===== src/wbps_pkg.sv =====
// Package for the wildcard byte pattern scan unit: payload and config types,
// register indexes and size constants. Depends on nothing.
package wbps_pkg;

  localparam int unsigned MaxPatternDef = 32;
  localparam int unsigned OffsetBitsDef = 32;
  localparam int unsigned PatBytes      = 32;
  localparam int unsigned LenW          = 6;
  localparam int unsigned CfgIdxW       = 3;
  localparam int unsigned CfgDataW      = 64;

  typedef enum logic [CfgIdxW-1:0] {
    RegPatLow    = 3'd0,
    RegPatSecond = 3'd1,
    RegPatThird  = 3'd2,
    RegPatHigh   = 3'd3,
    RegWildMask  = 3'd4,
    RegPatLen    = 3'd5
  } wbps_reg_e;

  typedef struct packed {
    logic [7:0] data_byte;
    logic       last_byte;
  } wbps_in_t;

  typedef struct packed {
    logic        found;
    logic [31:0] match_offset;
  } wbps_out_t;

  typedef struct packed {
    logic [PatBytes-1:0][7:0] pat_bytes;
    logic [PatBytes-1:0]      wild_mask;
    logic [LenW-1:0]          eff_len;
  } wbps_cfg_t;

endpackage


===== src/wbps_match.sv =====
// Masked compare of the byte window against the configured pattern.
// Depends on wbps_pkg.
module wbps_match #(
  parameter int unsigned MaxPattern = wbps_pkg::MaxPatternDef
) (
  input  wbps_pkg::wbps_cfg_t             cfg_i,
  input  logic [MaxPattern-1:0][7:0]      win_i,
  output logic                            match_o
);
  import wbps_pkg::*;

  localparam int unsigned IdxW = (MaxPattern > 1) ? $clog2(MaxPattern) : 1;

  logic [LenW-1:0] pos;
  logic [7:0]      got;

  // pattern byte j lines up with the byte received len-1-j items ago
  always_comb begin
    match_o = 1'b1;
    pos     = '0;
    got     = '0;
    for (int j = 0; j < MaxPattern; j++) begin
      pos = cfg_i.eff_len - LenW'(1) - LenW'(j);
      got = win_i[pos[IdxW-1:0]];
      if ((LenW'(j) < cfg_i.eff_len) && !cfg_i.wild_mask[j] &&
          (got != cfg_i.pat_bytes[j])) begin
        match_o = 1'b0;
      end
    end
  end

endmodule


===== src/wildcard_byte_pattern_scan_unit.sv =====
// Top level of the wildcard byte pattern scan unit: config registers, byte
// window, byte counter and result register. Depends on wbps_pkg, wbps_match.
//
//  channel | direction | handshake             | payload
//  in      | input     | in_valid_i/in_ready_o | wbps_in_t  data_byte, last_byte
//  out     | output    | out_valid_o/out_ready_i | wbps_out_t found, match_offset
//  cfg     | input     | cfg_valid_i/cfg_ready_o | cfg_index_i, cfg_data_i
//
// One byte per cycle while in_ready_o is high; a result is in the output register
// the cycle after its byte. The window shift and masked compare sit in one stage.
// in_ready_o drops only while a result is held and out_ready_i is low.
// Reset clears the window, counter, flags and config to their reset values.
module wildcard_byte_pattern_scan_unit #(
  parameter int unsigned MaxPattern = wbps_pkg::MaxPatternDef,
  parameter int unsigned OffsetBits = wbps_pkg::OffsetBitsDef
) (
  input  logic                           clk_i,
  input  logic                           rst_ni,
  input  logic                           in_valid_i,
  output logic                           in_ready_o,
  input  wbps_pkg::wbps_in_t             in_data_i,
  output logic                           out_valid_o,
  input  logic                           out_ready_i,
  output wbps_pkg::wbps_out_t            out_data_o,
  input  logic                           cfg_valid_i,
  output logic                           cfg_ready_o,
  input  logic [wbps_pkg::CfgIdxW-1:0]   cfg_index_i,
  input  logic [wbps_pkg::CfgDataW-1:0]  cfg_data_i
);
  import wbps_pkg::*;

  logic [3:0][63:0]            pat_q;
  logic [PatBytes-1:0]         wild_q;
  logic [LenW-1:0]             len_q;
  logic [MaxPattern-1:0][7:0]  win_q, win_d;
  logic [OffsetBits-1:0]       seen_q, seen_d, seen_inc;
  logic                        rep_q, rep_d;
  logic                        out_valid_q, out_valid_d;
  wbps_out_t                   out_q, out_d;
  wbps_cfg_t                   cfg;
  logic                        in_acc, counted, hit, win_match;
  logic [OffsetBits-1:0]       offs;

  assign cfg_ready_o = 1'b1;
  assign in_ready_o  = !out_valid_q || out_ready_i;
  assign in_acc      = in_valid_i && in_ready_o;
  assign out_valid_o = out_valid_q;
  assign out_data_o  = out_q;

  always_comb begin
    cfg.pat_bytes = pat_q;
    cfg.wild_mask = wild_q;
    if (len_q == '0) begin
      cfg.eff_len = LenW'(1);
    end else if (len_q > LenW'(MaxPattern)) begin
      cfg.eff_len = LenW'(MaxPattern);
    end else begin
      cfg.eff_len = len_q;
    end
  end

  always_comb begin
    win_d[0] = in_data_i.data_byte;
    for (int k = 1; k < MaxPattern; k++) begin
      win_d[k] = win_q[k-1];
    end
  end

  wbps_match #(
    .MaxPattern(MaxPattern)
  ) u_match (
    .cfg_i  (cfg),
    .win_i  (win_d),
    .match_o(win_match)
  );

  assign counted  = ~&seen_q;
  assign seen_inc = seen_q + OffsetBits'(1);
  assign offs     = seen_inc - OffsetBits'(cfg.eff_len);
  assign hit      = !rep_q && counted && (seen_inc >= OffsetBits'(cfg.eff_len)) && win_match;

  always_comb begin
    seen_d      = seen_q;
    rep_d       = rep_q;
    out_valid_d = out_valid_q && !out_ready_i;
    out_d       = out_q;
    if (in_acc) begin
      if (counted) begin
        seen_d = seen_inc;
      end
      if (hit) begin
        rep_d              = 1'b1;
        out_valid_d        = 1'b1;
        out_d.found        = 1'b1;
        out_d.match_offset = 32'(offs);
      end else if (in_data_i.last_byte && !rep_q) begin
        out_valid_d        = 1'b1;
        out_d.found        = 1'b0;
        out_d.match_offset = '0;
      end
      if (in_data_i.last_byte) begin
        seen_d = '0;
        rep_d  = 1'b0;
      end
    end
  end

  always_ff @(posedge clk_i or negedge rst_ni) begin
    if (!rst_ni) begin
      pat_q  <= '0;
      wild_q <= '0;
      len_q  <= LenW'(1);
    end else if (cfg_valid_i) begin
      case (cfg_index_i)
        RegPatLow:    pat_q[0] <= cfg_data_i;
        RegPatSecond: pat_q[1] <= cfg_data_i;
        RegPatThird:  pat_q[2] <= cfg_data_i;
        RegPatHigh:   pat_q[3] <= cfg_data_i;
        RegWildMask:  wild_q   <= cfg_data_i[PatBytes-1:0];
        RegPatLen:    len_q    <= cfg_data_i[LenW-1:0];
        default: ;
      endcase
    end
  end

  always_ff @(posedge clk_i or negedge rst_ni) begin
    if (!rst_ni) begin
      win_q       <= '0;
      seen_q      <= '0;
      rep_q       <= 1'b0;
      out_valid_q <= 1'b0;
    end else begin
      if (in_acc) begin
        win_q <= win_d;
      end
      seen_q      <= seen_d;
      rep_q       <= rep_d;
      out_valid_q <= out_valid_d;
    end
  end

  always_ff @(posedge clk_i) begin
    out_q <= out_d;
  end

endmodule

===== config.mk =====
export PLATFORM = sky130hd
export DESIGN_NAME = wildcard_byte_pattern_scan_unit
export DESIGN_NICKNAME = d
export VERILOG_FILES = /design/src/wbps_pkg.sv /design/src/wbps_match.sv /design/src/wildcard_byte_pattern_scan_unit.sv
export SDC_FILE = /design/constraint.sdc
export NUM_CORES = 2
export LEC_CHECK = 0
export BUFFER_PORTS_ARGS = -buffer_cell sky130_fd_sc_hd__buf_2
export CORE_ASPECT_RATIO = 1.2
export CORE_MARGIN = 4
export CORE_UTILIZATION = 60
export DETAILED_ROUTE_END_ITERATION = 12
export PLACE_DENSITY = 0.87
export RECOVER_POWER = 25
export SYNTH_ARGS = -nofsm -noshare
export SYNTH_HDL_FRONTEND = slang
export SYNTH_SLANG_ARGS = --single-unit

===== constraint.sdc =====
create_clock -name clk_i -period 20.3 [get_ports clk_i]
set_clock_uncertainty 0.1 [all_clocks]
set_input_delay 4.06 -clock clk_i [delete_from_list [all_inputs] [get_ports clk_i]]
set_output_delay 4.06 -clock clk_i [all_outputs]
set_load 0.02 [all_outputs]

==> metrics.md <==
| Metric | Value |
|---|---|
| Post-DP HPWL | `184 mm` |
| Final Power | `9.65 mW` |
| Final min period | `11.43 ns` |
| Largest net degree at the start of global routing | `186` |
| Final Hold Violating Endpoints | `0` |
| Post-synthesis mux area share | `0.247` |
| CP max stage cell | `a211oi_2` |
| Comb pwr share | `0.653` |
| Post-synth top area share | `0.278` |
| Layout area overhead | `6.80%` |
| Cell Chain, Critical Path | `nand2b_1 -> buf_4 -> clkinv_1 -> buf_4 -> ha_4 -> buf_4 -> or3b_2 -> buf_4 -> o22ai_1 -> a211oi_2 -> mux4_2 -> xnor2_1 -> nand3_1 -> o311ai_1 -> o2111ai_1 -> a2111oi_2 -> nand4_1 -> nor4_4 -> o2111ai_4 -> a21oi_4` |
| Sw Ratio | `0.531` |
| # hold bufs at CTS | `0` |
| Syn avg cell area | `9.02 um2` |
| Syn Nets | `5851` |
| Pwr/cell area | `174 nW/um2` |
| Number of synthesized register bits | `609` |
| DRT Wirelength | `254 mm` |
| Cell row count | `117` |
| # setup viols final | `0` |
| Die area | `91200 um2` |
| Clock Path Buffers | `3` |
| Num ports | `117` |
| Total grt overflow | `0` |
| GRT Total Usage | `0.538` |
| Post-synthesis sequential area ratio | `0.297` |
| Die W | `276 um` |
| Pint | `4.52 mW` |
| Failing checks | `capacitance limit, slew limit` |
| Period Utilization, post-route | `0.563` |
| DR WL/cell | `37.6 um` |
| Highest net fanout along the worst path | `54` |
| EDFF count, synth | `33` |
| Fin nets | `5677` |
| Ys Warns | `0` |
| RSZ-0062 raised after global routing | `false` |
| Mapped Cells | `5744` |
| Clk pwr share | `0.139` |
| Port Buffer Count | `115` |
| Main combinational cell family by area after synthesis | `multiplexers` |
| Status | `finished with violations` |
| DRC Markers | `0` |
| Worst-Margin Slew | `4.72 ns` |
| Root Driver | `clkbuf_16` |
| Num CTS Buffers | `72` |
| Rel. slew slack | `-2.15` |
| CP Class | `reg -> reg` |
| First-pass GRT wire length | `358 mm` |
| Hold Path Class | `reg -> reg` |
| Starting Density | `0.608` |
| Max_cap viols | `7` |
| DRT antenna net count | `0` |
| Fmax | `87.5 MHz` |
| Area share of fa/ha/maj cells after synthesis | `0.00642` |
| H-Tree Depth | `3` |
| CP endpoint kind | `flop` |
| Vias in the first global route | `48500` |
| VDD IR max | `0.119 mV` |
| Synth Area in Compound Gates | `0.150` |
| Post-Syn Area | `51800 um2` |
| Post-cts gate resize count | `0` |
| Worst-skew pair later-pin latency | `0.66 ns` |
| XOR/XNOR share of the synthesized area | `0.0814` |
| Worst path max stage delay | `1.18 ns` |
| DIE HEIGHT | `330 um` |
| CP dominant cell by count | `buf_4` |
| Fillers | `6886` |
| Core Footprint | `85200 um2` |
| TritonCTS Sinks | `609` |
| Slew Viols, Final | `332` |
| First DRT Iteration DRCs | `8920` |
| Startpoint types | `flop` |
| Req. time, crit path | `20.46 ns` |
| Fraction of registers with async set/reset | `0.946` |
| Worst EP arrival | `11.59 ns` |
| # Post-CTS Setup Buffers | `0` |
| Netlist cell types | `115` |
| Drt pass-1 iters | `9` |
| Register share of total power | `0.208` |
| Net Sw Power | `5.13 mW` |
| Leak | `23.3 nW` |
| CTS tree | `built` |
| Top area cells in the synthesized netlist | `dfrtp_1 (28%), mux2i_1 (11%), mux2_2 (9.2%)` |
| Number of antenna violations at the first check in global routing | `15` |
| Largest area contributor in the netlist | `dfrtp_1` |
| Final TNS setup | `0 ns` |
| Share of layout cells above drive strength 1 | `0.186` |
| Via count | `51300` |
| Via/cell ratio | `7.59` |
| Synth Area in Simple Gates | `0.169` |
| Most used flip-flop cell after synthesis | `dfrtp_1` |
| GP Congestion | `1.13` |
| Worst-path clk slew | `0.06 ns` |
==> layout make-up <==
type | count | area, um2 | share of cell area
inverter | 88 | 332 | 0.00599
multi-input combinational | 4542 | 34100 | 0.616
timing repair buffer | 257 | 1700 | 0.0308
sequential | 609 | 15400 | 0.279
antenna | 5 | 12.5 | 0.000226
clock inverter | 31 | 283 | 0.00511
clock buffer | 100 | 2070 | 0.0374
tap | 1130 | 1410 | 0.0255
==> logic make-up after synthesis <==
| group | Yosys count |
|---|---|
| flops | 609 |
| other cells | 1 |
| xor+xnor | 482 |
| buf+inv | 593 |
| fa+ha+maj | 26 |
| simple gates | 1853 |
| mux | 1087 |
| compound gates | 1093 |
==> Yosys cell counts, types with 59 or more instances <==
| library cell | n |
|---|---|
| a211oi_1 | 96 |
| a21oi_1 | 132 |
| buf_2 | 144 |
| clkbuf_1 | 275 |
| dfrtp_1 | 575 |
| inv_1 | 82 |
| mux2_2 | 422 |
| mux2i_1 | 554 |
| mux4_2 | 110 |
| nand2_1 | 885 |
| nand3_1 | 137 |
| nand4_1 | 73 |
| nor2_1 | 180 |
| nor3_1 | 242 |
| o211ai_1 | 59 |
| o21ai_0 | 228 |
| o22ai_1 | 104 |
| xnor2_1 | 290 |
| xor2_1 | 192 |
==> power by group through the flow <==
| stage | registers, mW | logic [mW] | clock network, mW |
|---|---|---|---|
| finish | 2.01 | 6.30 | 1.34 |
| detailed placement | 1.97 | 5.93 | 0 |
| floorplan | 1.69 | 4.07 | 0 |
| CTS | 1.96 | 5.97 | 1.34 |
| global route | 2.00 | 6.44 | 1.39 |
| global placement | 1.97 | 5.86 | 0 |
==> registers in the layout (all words and copies together) (netlist names) <==
name / cells
out_valid_o: 1
cfg: 256
win_d: 248
len_q: 6
seen_q: 32
wild_q: 32
out_data_o: 33
rep_q: 1
==> cells in the final DEF, fill, tap and decap left out, drive strengths merged, types with 33 or more instances in the layout <==
| cell type | n |
|---|---|
| mux2 | 423 |
| edfxtp | 33 |
| a22oi | 50 |
| o22ai | 104 |
| a211oi | 97 |
| or3 | 40 |
| nor3 | 245 |
| a21oi | 136 |
| mux2i | 554 |
| xnor2 | 290 |
| nand3 | 137 |
| o21ai | 233 |
| and3 | 35 |
| nor4 | 52 |
| o211ai | 59 |
| nand4 | 73 |
| clkbuf | 105 |
| buf | 252 |
| xor2 | 192 |
| inv | 90 |
| dfrtp | 575 |
| nand2 | 885 |
| mux4 | 110 |
| nor2 | 202 |
| o221ai | 49 |
==> through the flow <==
| step | area, um2 | util | hold WS [ns] | setup slack [ns] | std cells |
|---|---|---|---|---|---|
| after CTS | 55400 | 0.650 | 0.404 | 9.64 | 6757 |
| after floorplan | 51800 | - | 0.361 | 11.29 | 5744 |
| after global placement | 53000 | 0.622 | 0.390 | 9.85 | 6626 |
| final | 55400 | 0.650 | 0.412 | 8.87 | 6762 |
| after detailed placement | 53000 | 0.622 | 0.393 | 9.65 | 6626 |
| after global routing | 55400 | 0.650 | 0.422 | 8.51 | 6760 |
==> final timing paths <==
kind,startpoint,end,slack [ns],cells after the start
max in group asynchronous,rst_ni,cfg[291]$_DFFE_PN0P_,9.48,3
setup reg to reg,len_q[5]$_DFFE_PN0P_,out_data_o[13]$_SDFFCE_PN0P_,8.87,20
setup / recovery,len_q[5]$_DFFE_PN0P_,out_data_o[13]$_SDFFCE_PN0P_,8.87,20
hold / removal,wild_q[5]$_DFFE_PN0P_,wild_q[5]$_DFFE_PN0P_,0.41,1
hold reg to reg,wild_q[5]$_DFFE_PN0P_,wild_q[5]$_DFFE_PN0P_,0.41,1
min in group asynchronous,rst_ni,seen_q[20]$_DFFE_PN0P_,4.99,1
==> metal layers <==
layer / track usage / share of wire / vias to the layer above
met3: 0.196 / 0.13 / 1362
met2: 0.775 / 0.41 / 4252
met5: 0 / 0.00025 / -
met1: 0.622 / 0.33 / 24900
li1: - / - / 20800
met4: 0.505 / 0.13 / 10
==> critical path: cells and delay by family, from the launching register on <==
kind            cells  cell delay (ns)
xor+xnor            1             0.14
compound gates      7             4.62
buf+inv             5             1.95
simple gates        5             1.98
mux                 1             0.54
fa+ha+maj           1             0.61
flops               1             0.88
Power figures use the tool's default switching activity.
